### src/hdl/jst_pkg.sv
// ----------------------------------------------------------------------------
// jst_pkg
// shared types, widths and codes for the job slot table
// ----------------------------------------------------------------------------
package jst_pkg;

    localparam int TABLE_SIZE_DEF = 16;

    localparam int FUNC_W  = 3;
    localparam int PID_W   = 23;
    localparam int NUM_W   = 5;
    localparam int STATE_W = 2;
    localparam int SLOT_W  = 4;

    // request codes
    localparam logic [FUNC_W-1:0] FUNC_ADD      = 3'd0;
    localparam logic [FUNC_W-1:0] FUNC_DELETE   = 3'd1;
    localparam logic [FUNC_W-1:0] FUNC_FIND_PID = 3'd2;
    localparam logic [FUNC_W-1:0] FUNC_FIND_NUM = 3'd3;
    localparam logic [FUNC_W-1:0] FUNC_FIND_FG  = 3'd4;

    // run state codes
    localparam logic [STATE_W-1:0] RUN_FOREGROUND = 2'd2;

    typedef struct packed {
        logic [STATE_W-1:0] run_state;
        logic [NUM_W-1:0]   number;
        logic [PID_W-1:0]   pid;
    } entry_t;

    typedef struct packed {
        logic [STATE_W-1:0] slot_state;
        logic [NUM_W-1:0]   slot_number;
        logic [PID_W-1:0]   slot_pid;
        logic [SLOT_W-1:0]  slot;
        logic               found;
    } result_t;

    typedef enum logic [2:0] {
        ST_IDLE,
        ST_SCAN,
        ST_DRAIN,
        ST_COMMIT,
        ST_DELIVER
    } ctrl_state_t;

    typedef struct packed {
        logic load;
        logic scan;
        logic commit;
        logic publish;
    } jst_cmd_t;

    typedef struct packed {
        logic last_addr;
    } jst_status_t;

endpackage

### src/hdl/jst_datapath.sv
// ----------------------------------------------------------------------------
// jst_datapath
// slot memory, scan pointer, match and maximum tracking, result registers
// ----------------------------------------------------------------------------
module jst_datapath #(
    parameter int TABLE_SIZE = jst_pkg::TABLE_SIZE_DEF
) (
    input  logic                         aclk,
    input  logic                         aresetn,
    input  jst_pkg::jst_cmd_t            cmd,
    output jst_pkg::jst_status_t         status,
    input  logic [jst_pkg::FUNC_W-1:0]   in_func,
    input  logic [jst_pkg::PID_W-1:0]    in_pid,
    input  logic [jst_pkg::NUM_W-1:0]    in_number,
    input  logic [jst_pkg::STATE_W-1:0]  in_state,
    output jst_pkg::result_t             out_result
);

    localparam int IW = (TABLE_SIZE > 1) ? $clog2(TABLE_SIZE) : 1;
    localparam logic [IW-1:0] LAST_IDX = IW'(TABLE_SIZE - 1);
    localparam logic [6:0]    SIZE_V   = 7'(TABLE_SIZE);

    // slot memory and per-slot written flags
    jst_pkg::entry_t mem [TABLE_SIZE];
    logic [TABLE_SIZE-1:0] valid_reg, valid_next;

    // request held during the scan
    logic [jst_pkg::FUNC_W-1:0]  op_reg;
    logic [jst_pkg::PID_W-1:0]   pid_reg;
    logic [jst_pkg::NUM_W-1:0]   num_reg;
    logic [jst_pkg::STATE_W-1:0] rs_reg;
    logic                        op_ok_reg;
    logic                        op_ok;

    // scan pointer and read pipeline
    logic [IW-1:0]   cnt_reg, cnt_next;
    logic [IW-1:0]   rd_idx_reg;
    logic            rd_valid_reg;
    logic            rd_vbit_reg;
    jst_pkg::entry_t rd_data_reg;
    jst_pkg::entry_t ent;
    logic            match;

    // scan results
    logic                      hit_found_reg, hit_found_next;
    logic [IW-1:0]             hit_idx_reg, hit_idx_next;
    jst_pkg::entry_t           hit_data_reg, hit_data_next;
    logic [jst_pkg::NUM_W-1:0] max_reg, max_next;
    logic [jst_pkg::NUM_W-1:0] next_num_reg, next_num_next;
    logic [jst_pkg::NUM_W-1:0] num_inc;

    // commit
    logic                wr_en;
    jst_pkg::entry_t     wr_data;
    logic [IW+3:0]       idx_ext;
    jst_pkg::result_t    res_reg, res_next;
    jst_pkg::result_t    out_reg;

    assign status.last_addr = (cnt_reg == LAST_IDX);
    assign out_result       = out_reg;

    always_comb begin
        case (in_func)
            jst_pkg::FUNC_ADD,
            jst_pkg::FUNC_DELETE,
            jst_pkg::FUNC_FIND_PID: op_ok = (in_pid != '0);
            jst_pkg::FUNC_FIND_NUM: op_ok = (in_number != '0);
            jst_pkg::FUNC_FIND_FG:  op_ok = 1'b1;
            default:                op_ok = 1'b0;
        endcase
    end

    always_ff @(posedge aclk) begin
        if (cmd.load) begin
            op_reg    <= in_func;
            pid_reg   <= in_pid;
            num_reg   <= in_number;
            rs_reg    <= in_state;
            op_ok_reg <= op_ok;
        end
    end

    // registered read port, slots never written read as free
    always_ff @(posedge aclk) begin
        if (cmd.scan) begin
            rd_data_reg <= mem[cnt_reg];
            rd_vbit_reg <= valid_reg[cnt_reg];
            rd_idx_reg  <= cnt_reg;
        end
    end

    assign ent = rd_vbit_reg ? rd_data_reg : '0;

    always_comb begin
        case (op_reg)
            jst_pkg::FUNC_ADD:      match = (ent.pid == '0);
            jst_pkg::FUNC_DELETE,
            jst_pkg::FUNC_FIND_PID: match = (ent.pid == pid_reg);
            jst_pkg::FUNC_FIND_NUM: match = (ent.number == num_reg);
            jst_pkg::FUNC_FIND_FG:  match = (ent.run_state == jst_pkg::RUN_FOREGROUND);
            default:                match = 1'b0;
        endcase
        match = match && op_ok_reg;
    end

    always_comb begin
        cnt_next       = cnt_reg;
        hit_found_next = hit_found_reg;
        hit_idx_next   = hit_idx_reg;
        hit_data_next  = hit_data_reg;
        max_next       = max_reg;
        if (cmd.load) begin
            cnt_next       = '0;
            hit_found_next = 1'b0;
            max_next       = '0;
        end else begin
            if (cmd.scan) begin
                cnt_next = cnt_reg + IW'(1);
            end
            if (rd_valid_reg) begin
                // first match is the target; every other slot counts for the maximum
                if (match && !hit_found_reg) begin
                    hit_found_next = 1'b1;
                    hit_idx_next   = rd_idx_reg;
                    hit_data_next  = ent;
                end else if (ent.number > max_reg) begin
                    max_next = ent.number;
                end
            end
        end
    end

    assign num_inc = next_num_reg + jst_pkg::NUM_W'(1);
    assign idx_ext = {4'b0000, hit_idx_reg};

    always_comb begin
        wr_en         = 1'b0;
        wr_data       = '0;
        next_num_next = next_num_reg;
        res_next      = res_reg;
        valid_next    = valid_reg;
        if (cmd.commit) begin
            res_next = '0;
            if (hit_found_reg) begin
                res_next.found       = 1'b1;
                res_next.slot        = idx_ext[3:0];
                res_next.slot_pid    = hit_data_reg.pid;
                res_next.slot_number = hit_data_reg.number;
                res_next.slot_state  = hit_data_reg.run_state;
                case (op_reg)
                    jst_pkg::FUNC_ADD: begin
                        wr_en             = 1'b1;
                        wr_data.pid       = pid_reg;
                        wr_data.number    = next_num_reg;
                        wr_data.run_state = rs_reg;
                        res_next.slot_pid    = pid_reg;
                        res_next.slot_number = next_num_reg;
                        res_next.slot_state  = rs_reg;
                        next_num_next = ({2'b00, num_inc} > SIZE_V) ?
                                        jst_pkg::NUM_W'(1) : num_inc;
                    end
                    jst_pkg::FUNC_DELETE: begin
                        wr_en         = 1'b1;
                        next_num_next = max_reg + jst_pkg::NUM_W'(1);
                    end
                    default: begin
                        wr_en = 1'b0;
                    end
                endcase
                if (wr_en) begin
                    valid_next[hit_idx_reg] = 1'b1;
                end
            end
        end
    end

    always_ff @(posedge aclk) begin
        if (wr_en) begin
            mem[hit_idx_reg] <= wr_data;
        end
    end

    always_ff @(posedge aclk) begin
        if (!aresetn) begin
            valid_reg     <= '0;
            next_num_reg  <= jst_pkg::NUM_W'(1);
            hit_found_reg <= 1'b0;
            rd_valid_reg  <= 1'b0;
            cnt_reg       <= '0;
        end else begin
            valid_reg     <= valid_next;
            next_num_reg  <= next_num_next;
            hit_found_reg <= hit_found_next;
            rd_valid_reg  <= cmd.scan;
            cnt_reg       <= cnt_next;
        end
    end

    always_ff @(posedge aclk) begin
        hit_idx_reg  <= hit_idx_next;
        hit_data_reg <= hit_data_next;
        max_reg      <= max_next;
        res_reg      <= res_next;
        if (cmd.publish) begin
            out_reg <= res_reg;
        end
    end

`ifndef SYNTHESIS
    a_rd_follows_scan: assert property (@(posedge aclk) disable iff (!aresetn)
        rd_valid_reg |-> $past(cmd.scan))
        else $error("read data valid without a scan read");

    a_load_clears_hit: assert property (@(posedge aclk) disable iff (!aresetn)
        cmd.load |=> !hit_found_reg && (max_reg == '0))
        else $error("scan results not cleared on new request");

    a_write_needs_hit: assert property (@(posedge aclk) disable iff (!aresetn)
        wr_en |-> hit_found_reg && cmd.commit)
        else $error("slot write without a target slot");
`endif

endmodule

### src/hdl/jst_ctrl.sv
// ----------------------------------------------------------------------------
// jst_ctrl
// request sequencer: accept, scan, drain, commit, deliver
// ----------------------------------------------------------------------------
module jst_ctrl (
    input  logic                  aclk,
    input  logic                  aresetn,
    input  logic                  s_tvalid,
    output logic                  s_tready,
    output logic                  m_tvalid,
    input  logic                  m_tready,
    input  jst_pkg::jst_status_t  status,
    output jst_pkg::jst_cmd_t     cmd
);

    jst_pkg::ctrl_state_t state_reg, state_next;
    logic m_valid_reg, m_valid_next;
    logic out_free;

    assign out_free = !m_valid_reg || m_tready;
    assign m_tvalid = m_valid_reg;

    always_comb begin
        state_next = state_reg;
        cmd        = '0;
        s_tready   = 1'b0;
        case (state_reg)
            jst_pkg::ST_IDLE: begin
                s_tready = 1'b1;
                if (s_tvalid) begin
                    cmd.load   = 1'b1;
                    state_next = jst_pkg::ST_SCAN;
                end
            end
            jst_pkg::ST_SCAN: begin
                cmd.scan = 1'b1;
                if (status.last_addr) begin
                    state_next = jst_pkg::ST_DRAIN;
                end
            end
            jst_pkg::ST_DRAIN: begin
                state_next = jst_pkg::ST_COMMIT;
            end
            jst_pkg::ST_COMMIT: begin
                cmd.commit = 1'b1;
                state_next = jst_pkg::ST_DELIVER;
            end
            jst_pkg::ST_DELIVER: begin
                if (out_free) begin
                    cmd.publish = 1'b1;
                    state_next  = jst_pkg::ST_IDLE;
                end
            end
            default: begin
                state_next = jst_pkg::ST_IDLE;
            end
        endcase
    end

    always_comb begin
        m_valid_next = m_valid_reg;
        if (cmd.publish) begin
            m_valid_next = 1'b1;
        end else if (m_tready) begin
            m_valid_next = 1'b0;
        end
    end

    always_ff @(posedge aclk) begin
        if (!aresetn) begin
            state_reg   <= jst_pkg::ST_IDLE;
            m_valid_reg <= 1'b0;
        end else begin
            state_reg   <= state_next;
            m_valid_reg <= m_valid_next;
        end
    end

`ifndef SYNTHESIS
    a_publish_free: assert property (@(posedge aclk) disable iff (!aresetn)
        cmd.publish |-> out_free)
        else $error("result overwrites one not yet taken");

    a_one_at_a_time: assert property (@(posedge aclk) disable iff (!aresetn)
        (s_tvalid && s_tready) |=> !s_tready)
        else $error("second request taken during a scan");

    a_scan_ends: assert property (@(posedge aclk) disable iff (!aresetn)
        (state_reg == jst_pkg::ST_SCAN && status.last_addr) |=>
        (state_reg == jst_pkg::ST_DRAIN))
        else $error("scan did not stop at the last slot");
`endif

endmodule

### src/hdl/job_slot_table.sv
// ----------------------------------------------------------------------------
// job_slot_table
// fixed table of job slots with add, delete and lookup requests
// ----------------------------------------------------------------------------
// Holds TABLE_SIZE slots of {pid, job number, run state}; a slot is free when
// its pid is zero, and all slots are free after reset. Each request on the
// s_ side is one of: add (lowest free slot, gets the rolling next job
// number), delete by pid (lowest matching slot, next number becomes the
// largest number still held plus one), find by pid, find by job number, find
// first foreground job. Exactly one result comes back on the m_ side per
// request. After a request is accepted the block reads the slot memory once
// per slot through its single registered read port, waits for the last read
// to return, commits, and loads the output register once the previous result
// has been taken. Requests are handled one at a time: the next request is
// taken as soon as the result sits in the output register, even if it has
// not been taken yet. A pid of zero, a job number of zero, a full table or
// an unknown request code give found low and all other result fields zero.
// ----------------------------------------------------------------------------
module job_slot_table #(
    parameter int TABLE_SIZE = jst_pkg::TABLE_SIZE_DEF
) (
    input  logic        aclk,
    input  logic        aresetn,

    // request channel
    input  logic        s_tvalid,
    output logic        s_tready,
    input  logic [31:0] s_tdata,   // pid[22:0], number[27:23], run_state[29:28], zero[31:30]
    input  logic [2:0]  s_tuser,   // func[2:0]

    // result channel
    output logic        m_tvalid,
    input  logic        m_tready,
    output logic [39:0] m_tdata,   // slot[3:0], slot_pid[26:4], slot_number[31:27],
                                   // slot_state[33:32], zero[39:34]
    output logic [0:0]  m_tuser    // found[0]
);

    jst_pkg::jst_cmd_t    cmd;
    jst_pkg::jst_status_t status;
    jst_pkg::result_t     result;

    // sequencer owns the handshakes and the output valid flag
    jst_ctrl u_ctrl (
        .aclk     (aclk),
        .aresetn  (aresetn),
        .s_tvalid (s_tvalid),
        .s_tready (s_tready),
        .m_tvalid (m_tvalid),
        .m_tready (m_tready),
        .status   (status),
        .cmd      (cmd)
    );

    // slot memory and scan logic, request fields unpacked from the stream
    jst_datapath #(
        .TABLE_SIZE (TABLE_SIZE)
    ) u_datapath (
        .aclk       (aclk),
        .aresetn    (aresetn),
        .cmd        (cmd),
        .status     (status),
        .in_func    (s_tuser),
        .in_pid     (s_tdata[22:0]),
        .in_number  (s_tdata[27:23]),
        .in_state   (s_tdata[29:28]),
        .out_result (result)
    );

    // pack the result, found rides on tuser
    assign m_tuser = result.found;
    assign m_tdata = {6'b000000, result.slot_state, result.slot_number,
                      result.slot_pid, result.slot};

endmodule

### config.mk
export PLATFORM = sky130hd
export DESIGN_NAME = job_slot_table
export DESIGN_NICKNAME = d
export VERILOG_FILES = /design/src/hdl/jst_pkg.sv /design/src/hdl/jst_datapath.sv /design/src/hdl/jst_ctrl.sv /design/src/hdl/job_slot_table.sv
export SDC_FILE = /design/constraint.sdc
export NUM_CORES = 1
export LEC_CHECK = 0
export BUFFER_PORTS_ARGS = -buffer_cell sky130_fd_sc_hd__buf_2
export CORE_ASPECT_RATIO = 1.25
export CORE_MARGIN = 3
export CORE_UTILIZATION = 50
export CTS_CLUSTER_DIAMETER = 120
export DETAILED_ROUTE_END_ITERATION = 12
export GPL_ROUTABILITY_DRIVEN = 0
export HOLD_SLACK_MARGIN = 0.08
export MAX_ROUTING_LAYER = met4
export PLACE_DENSITY_LB_ADDON = 0.12
export SYNTH_ARGS = -nofsm -noshare
export SYNTH_HDL_FRONTEND = slang
export SYNTH_SLANG_ARGS = --single-unit
### constraint.sdc
create_clock -name aclk -period 7.91 [get_ports aclk]
set_input_delay 1.9775 -clock aclk [delete_from_list [all_inputs] [get_ports aclk]]
set_output_delay 1.9775 -clock aclk [all_outputs]
set_load 0.02 [all_outputs]
==> results of run 1 <==
[through the flow]
stage	power (mW)	hold slack [ps]
floorplan	4.18	400
global placement	4.23	401
detailed placement	4.23	405
CTS	7.16	406
global route	7.32	413
finish	7.09	409
[metal layers]
| metal | global-route usage [%] | vias to the layer above | part of all wire, % |
|---|---|---|---|
| li1 | - | 5665 | - |
| met1 | 30.3 | 6775 | 44 |
| met2 | 33.9 | 355 | 50 |
| met3 | 2.56 | 78 | 4.9 |
| met4 | 5.83 | 0 | 2.0 |
| met5 | - | - | 0 |
[kinds of logic after synthesis]
| group | Yosys count |
|---|---|
| adders and majority gates | 8 |
| muxes | 156 |
| xor gates and xnor gates | 20 |
| AOI/OAI and AO/OA | 123 |
| buffers and inverters | 81 |
| DFF | 689 |
| other | 1 |
| and+or+nand+nor | 277 |
[cell usage in the layout, fill, tap and decap left out, types with 4 or more instances in the layout]
cell type	count
mux4_2	155
clkinv_1	10
a31o_2	5
and2_1	62
a21oi_1	45
nand3_1	14
a22oi_1	7
clkinv_2	7
nor4_1	11
buf_2	73
inv_1	11
dfxtp_1	32
nor2b_1	5
clkbuf_1	20
nor2_1	27
edfxtp_1	653
nand2b_1	11
xor2_1	7
buf_4	26
nand4_1	10
clkbuf_16	67
nand4b_1	4
nor2_4	15
nand2_1	81
xnor2_1	12
o21ai_0	24
nor3_2	5
nand3b_1	5
nor3_1	6
conb_1	6
o21a_1	18
ha_1	8
[worst register-to-register path: stages, from the launching register on]
cell and delay [ps]:
dfxtp_1 430, nand2_1 120, nor2_4 80, buf_4 390
nand2_1 230, nor3_1 610, nand3b_1 480, nor3_2 220
buf_4 560
[where the power goes]
| group | switching [mW] | internal, mW |
|---|---|---|
| combinational | 0.0787 | 0.0654 |
| clock | 1.28 | 1.65 |
| sequential | 0.0468 | 3.96 |
[final timing paths]
check	slack [ps]	endpoint	start	depth (start not counted)
min	410	u_datapath.out_result[31]$_DFFE_PP_	u_datapath.res_reg[31]$_SDFFCE_PN0P_	0
max	4350	u_datapath.mem[2][12]$_DFFE_PP_	u_ctrl.state_reg[1]$_SDFFE_PN0P_	8
min reg2reg	410	u_datapath.out_result[31]$_DFFE_PP_	u_datapath.res_reg[31]$_SDFFCE_PN0P_	0
max reg2reg	4350	u_datapath.mem[2][12]$_DFFE_PP_	u_ctrl.state_reg[1]$_SDFFE_PN0P_	8
[cell type report]
cell class	instances	area (um^2)	area share, %
Tap cell	672	841	2.80
Clock inverter	23	166	0.555
Sequential cell	689	20300	67.8
Clock buffer	90	1790	5.98
Multi-Input combinational cell	590	6220	20.7
Inverter	11	41.3	0.138
Timing Repair Buffer	100	581	1.94
==> metrics.txt, run 1 <==
status=finished clean; Max Fclk=281 MHz; Placeable Area=52800 um^2; post-synthesis xor/xnor area fraction=0.725%; CTS tree=built; Synth cell types=59; Inst Count DP=2062; Final Max Slew Viols=0; Slew @ Worst Pin=1050 ps; final std cells w/o fill=2175; Max-cap violations=0; I/O pin cnt=82; ys flop type=edfxtp_1; Worst IR Drop VDD=between 0.1 and 0.15 mV; wire per inst=26.5 um; largest net degree at the start of global routing=85; pre-CTS setup slack=4130 ps; yosys warns=0; Post-DP HPWL=30.9 mm; post_cts resized=0; H-tree levels=3; Port Buffers=73; final-stage net count=1505; Final WS setup=4350 ps; Worst EP required=8120 ps; global-route wire length before repair=85.3 mm; Hold Buf Count CTS=0; Worst Hold Class=reg2reg; asr flop ratio synth=0%; Worst Path Buf+Inv=2; all-layer global routing usage=21.5%; Die ar.=~56000 um^2; initial antenna violation count=4; crit end category=flop; fillers=3900; Mapped Area=around 27000 um^2; Final Critical Period=around 3600 ps; mux share of post-synthesis cell area=13.1%; Crit path largest cell delay=610 ps; Num CTS Buffers=66; biggest area consumer among synthesized cells=edfxtp_1; Initial Util=50.6%; clock latency on the worst-skew pair=about 590 ps; post-CTS setup buffer count=0; worst-path cell chain=nand2_1 -> nor2_4 -> buf_4 -> nand2_1 -> nor3_1 -> nand3b_1 -> nor3_2 -> buf_4; n_diodes=0; final setup vio count=0; crit-path max FO=38; DRC viols=0; Synth top area share=73.4%; Post-Synthesis Cells=1355; period utilization=45.0%; fraction of the mapped netlist area in adder cells=0.374%; Root Driver=clkbuf_16; Clk pin slew, worst setup/hold paths=60 ps; Avg Cell Area, Syn=roughly 20 um^2; max reg flops=480; die height=265 um; Synth Area in Compound Gates=2.94%; die width=213 um; first drt pass iteration count=5; fin util=56.8%; top cell family by delay on the critical path=simple AND/OR/NAND/NOR gates; drt total wl=approximately 58 mm; vias in the first global route=approximately 13000; main combinational cell family by area after synthesis=multiplexers; leak pwr=between 10 and 15 nW; most frequent cell after synthesis=edfxtp_1; FP Rows=94; Final Hold Vio Count=0; Synth Area in Simple Gates=5.46%; synth top area cells=edfxtp_1 (73%), mux4_2 (13%), dfxtp_1 (2.7%); Post-synth EDFFs=653; Fin Clk Skew=14.5 ps; Pwr Density=roughly 240 nW/um^2; Post-synth top cells=edfxtp_1 (653), mux4_2 (155), nand2_1 (81); layout cells sized above 1=25.0%; CP Class=reg2reg; area post-placement=28000 um^2; Routed Antenna Nets=0; CTS sink count=689; final instance area=30000 um^2; #FFs+latches synth=slightly below 700; Slowest-stage cell, CP=nor3_1; detailed router's first-iteration violation count=between 1000 and 1500; area growth from synthesis to layout=12.2%; RSZ-0062 raised after global routing=no; relative slew slack=29.8%; Vias=about 13000; Critical Path Start Type=flop; register area share after synthesis=76.0%; Arr. time, crit path=3780 ps; grt ovf=0; Max clock buf depth=3; via/cell ratio=5.92; setup tns final=0 ps
(Power assumes the default switching activity.)
==> run 2, diff against run 1 <==
ABC_AREA = 1   (was default)
clock period = 3.05 ns   (was 7.91 ns; I/O delays follow)
==> run 2 against run 1 <==
  * Synthesized cell count grew 59%
  * Area after synthesis is 1.0% higher
  * Wire length increased by 15%
  * Combinational power grew to 17 times the previous value
  * Power increased to 3.0 times the previous value
  * Cell count up 39%
  * Count of clock-buffer cells in the layout shrank 2
  * Die area up 1.0%
  * Sequential share of layout area fell by 2.0 points
  * Hold slack worse by 50 ps
  * Clock power grew to 2.8 times the previous value
  * Largest power group unchanged
==> metrics.txt, run 2 <==
max reg flops=480 (unchanged); grt ovf=0 (unchanged); die height=266 um (was 265 um); Clk pin slew, worst setup/hold paths=60 ps (about the same); Hold Buf Count CTS=0 (unchanged); CTS sink count=689 (unchanged); register area share after synthesis=75.3% (was 76.0%); first drt pass iteration count=5 (unchanged); Worst Hold Class=in2reg (was reg2reg); Fin Clk Skew=20.8 ps (was 14.5 ps); area growth from synthesis to layout=14.4% (was 12.2%); ys flop type=edfxtp_1 (unchanged); DRC viols=0 (unchanged); Placeable Area=53000 um^2 (was 52800 um^2); reg2reg setup slack=520 ps (was 4350 ps); Root Driver=clkbuf_16 (unchanged); most frequent cell after synthesis=edfxtp_1 (unchanged); initial antenna violation count=2 (was 4); Max Fclk=396 MHz (was 281 MHz); die width=214 um (was 213 um); Vias=17000 (was 12900); post_cts resized=0 (unchanged); Post-synth EDFFs=653 (unchanged); synth top area cells=edfxtp_1 (73%), nor2_1 (5.5%), o21ai_0 (4.8%) (was edfxtp_1 (73%), mux4_2 (13%), dfxtp_1 (2.7%)); most frequent cells in the layout=edfxtp_1 (653), nor2_1 (378), nand2_1 (267) (was edfxtp_1 (653), mux4_2 (155), nand2_1 (81)); Worst EP required=3300 ps (was 8120 ps); Synth top area share=72.6% (was 73.4%); H-tree levels=3 (unchanged); WHS=358 ps (was 409 ps); Num CTS Buffers=66 (unchanged); Critical Path Start Type=flop (unchanged); biggest area consumer among synthesized cells=edfxtp_1 (unchanged); final-stage net count=2295 (was 1505); crit end category=flop (unchanged); FP Rows=94 (unchanged); detailed router's first-iteration violation count=1848 (was 1236); RSZ-0062 raised after global routing=no (unchanged); leak pwr=12.2 nW (was 10.3 nW); Critical Path End=u_datapath.hit_data_reg[18]$_DFFE_PP_ (was u_datapath.mem[2][12]$_DFFE_PP_); FF-to-FF Start=u_datapath.rd_vbit_reg$_DFFE_PP_ (was u_ctrl.state_reg[1]$_SDFFE_PN0P_); Max-cap violations=0 (unchanged); drt total wl=66.5 mm (was 57.7 mm); Final Critical Period=2530 ps (was 3560 ps); vias in the first global route=16300 (was 13100); Final Max Slew Viols=0 (unchanged); Max clock buf depth=3 (unchanged); Post-DP HPWL=35.9 mm (was 30.9 mm); global-route wire length before repair=98.5 mm (was 85.3 mm); final setup vio count=0 (unchanged); #FFs+latches synth=689 (unchanged); Worst IR Drop VDD=0.353 mV (was 0.138 mV); post-CTS setup buffer count=0 (unchanged); Initial Util=50.9% (was 50.6%); Arr. time, crit path=2770 ps (was 3780 ps); Mapped Area=27000 um^2 (was 26700 um^2); period utilization=82.8% (was 45.0%); Post-Synthesis Cells=2150 (was 1355); Routed Antenna Nets=0 (unchanged); Slew @ Worst Pin=1140 ps (was 1050 ps); status=finished clean (unchanged); Hold Path Depth=1 (was 0); asr flop ratio synth=0% (unchanged); clock latency on the worst-skew pair=590 ps (about the same); commonest non-fill, non-tap cell in the layout=edfxtp_1 (unchanged); Final Power=21.4 mW (was 7.09 mW); worst reg2reg path depth=12 (was 8); all-layer global routing usage=24.2% (was 21.5%); crit-path max FO=48 (was 38); I/O pin cnt=82 (unchanged); Die ar.=56900 um^2 (was 56300 um^2); largest net degree at the start of global routing=151 (was 85); Synth cell types=32 (was 59); CTS tree=built (unchanged); Pwr Density=691 nW/um^2 (was 236 nW/um^2); yosys warns=0 (unchanged); R2R Path End=u_datapath.hit_data_reg[18]$_DFFE_PP_ (was u_datapath.mem[2][12]$_DFFE_PP_); relative slew slack=23.9% (was 29.8%); Final Hold Vio Count=0 (unchanged); launch point of the worst path=u_datapath.rd_vbit_reg$_DFFE_PP_ (was u_ctrl.state_reg[1]$_SDFFE_PN0P_); Post-synth top cells=edfxtp_1 (653), nor2_1 (396), nand2_1 (267) (was edfxtp_1 (653), mux4_2 (155), nand2_1 (81)); wire per inst=22.0 um (was 26.5 um); via/cell ratio=5.63 (was 5.92); Avg Cell Area, Syn=12.6 um^2 (was 19.7 um^2); CP Class=reg2reg (unchanged); Port Buffers=73 (unchanged); layout cells sized above 1=11.6% (was 25.0%)
-- run 2: cell count changes after synthesis, moves of 18 or more --
cell      change
nand3_1      +75
nor2_1      +354
mux4_2      -155
clkbuf_1     +39
o221ai_1     +51
o21ai_0     +235
inv_1        +91
o22ai_1      +68
and2_1       -63
nand2_1     +186
o21a_1       -18
-- run 2: how the worst min path moves through the flow --
stage | slack (ps) | to | startpoint
after floorplan | 400 | u_datapath.hit_idx_reg[0]$_DFFE_PP_ | u_datapath.rd_idx_reg[0]$_DFFE_PP_
after global placement | 400 | u_datapath.out_result[33]$_DFFE_PP_ | u_datapath.res_reg[33]$_SDFFCE_PN0P_
after detailed placement | 400 | u_datapath.out_result[5]$_DFFE_PP_ | u_datapath.res_reg[5]$_SDFFCE_PN0P_
after CTS | 320 | u_datapath.pid_reg[5]$_DFFE_PP_ | s_tdata[5]
after global routing | 330 | u_datapath.rs_reg[0]$_DFFE_PP_ | s_tdata[28]
final | 360 | u_datapath.pid_reg[5]$_DFFE_PP_ | s_tdata[5]
-- run 2: worst max-delay path, stage by stage (launching register included) --
cell,delay [ps]
edfxtp_1,380
buf_12,220
nand2_1,160
nand2_1,90
nand2_1,50
nor2_1,150
nand2_1,80
nor2_1,130
nand3_1,100
nand2_1,180
nand3_1,170
nor2_4,120
buf_4,320
-- run 2: routing by layer --
metal	global-route usage (%)	vias up	wire (um)
li1	-	7935	-
met1	31.8	8299	27500
met2	37.9	614	32000
met3	3.91	140	4680
met4	9.88	0	2310
met5	-	-	0
-- run 2: cell families after synthesis --
kind of cell,after synthesis,synth area share [%]
DFF,689,75.3
xor gates and xnor gates,2,0.0649
AOI/OAI and AO/OA,448,9.49
buffers and inverters,228,3.43
other,1,0.0139
and+or+nand+nor,774,11.4
adders and majority gates,8,0.371
-- run 2: cell type report --
class | count | area [um^2]
clock buffers | 88 | 1790
fillers | 4185 | 22100
repair buffers | 148 | 1230
clock inverters | 27 | 318
multi-input cells | 1238 | 5920
well taps | 720 | 901
inverters | 105 | 399
flip-flops and latches | 689 | 20300
diodes | 1 | 2.50
-- run 2: where the power goes --
part / internal [mW] / switching, mW / leakage, nW / total (mW)
Sequential: 10.6 / 0.213 / 7.50 / 10.8
Clock: 4.71 / 3.35 / 1.03 / 8.06
Combinational: 0.785 / 1.69 / 3.65 / 2.47
-- run 2: stage by stage --
step	area (um^2)	utilization, %	worst slack, ps	TNS [ps]	std cells
after CTS	30900	58.2	511	0	3015
after floorplan	27000	-	-366	-22280	2155
after detailed placement	28800	54.3	532	0	2900
after global placement	28800	54.3	540	0	2900
final	30900	58.2	525	0	3016
after global routing	30900	58.2	376	0	3016
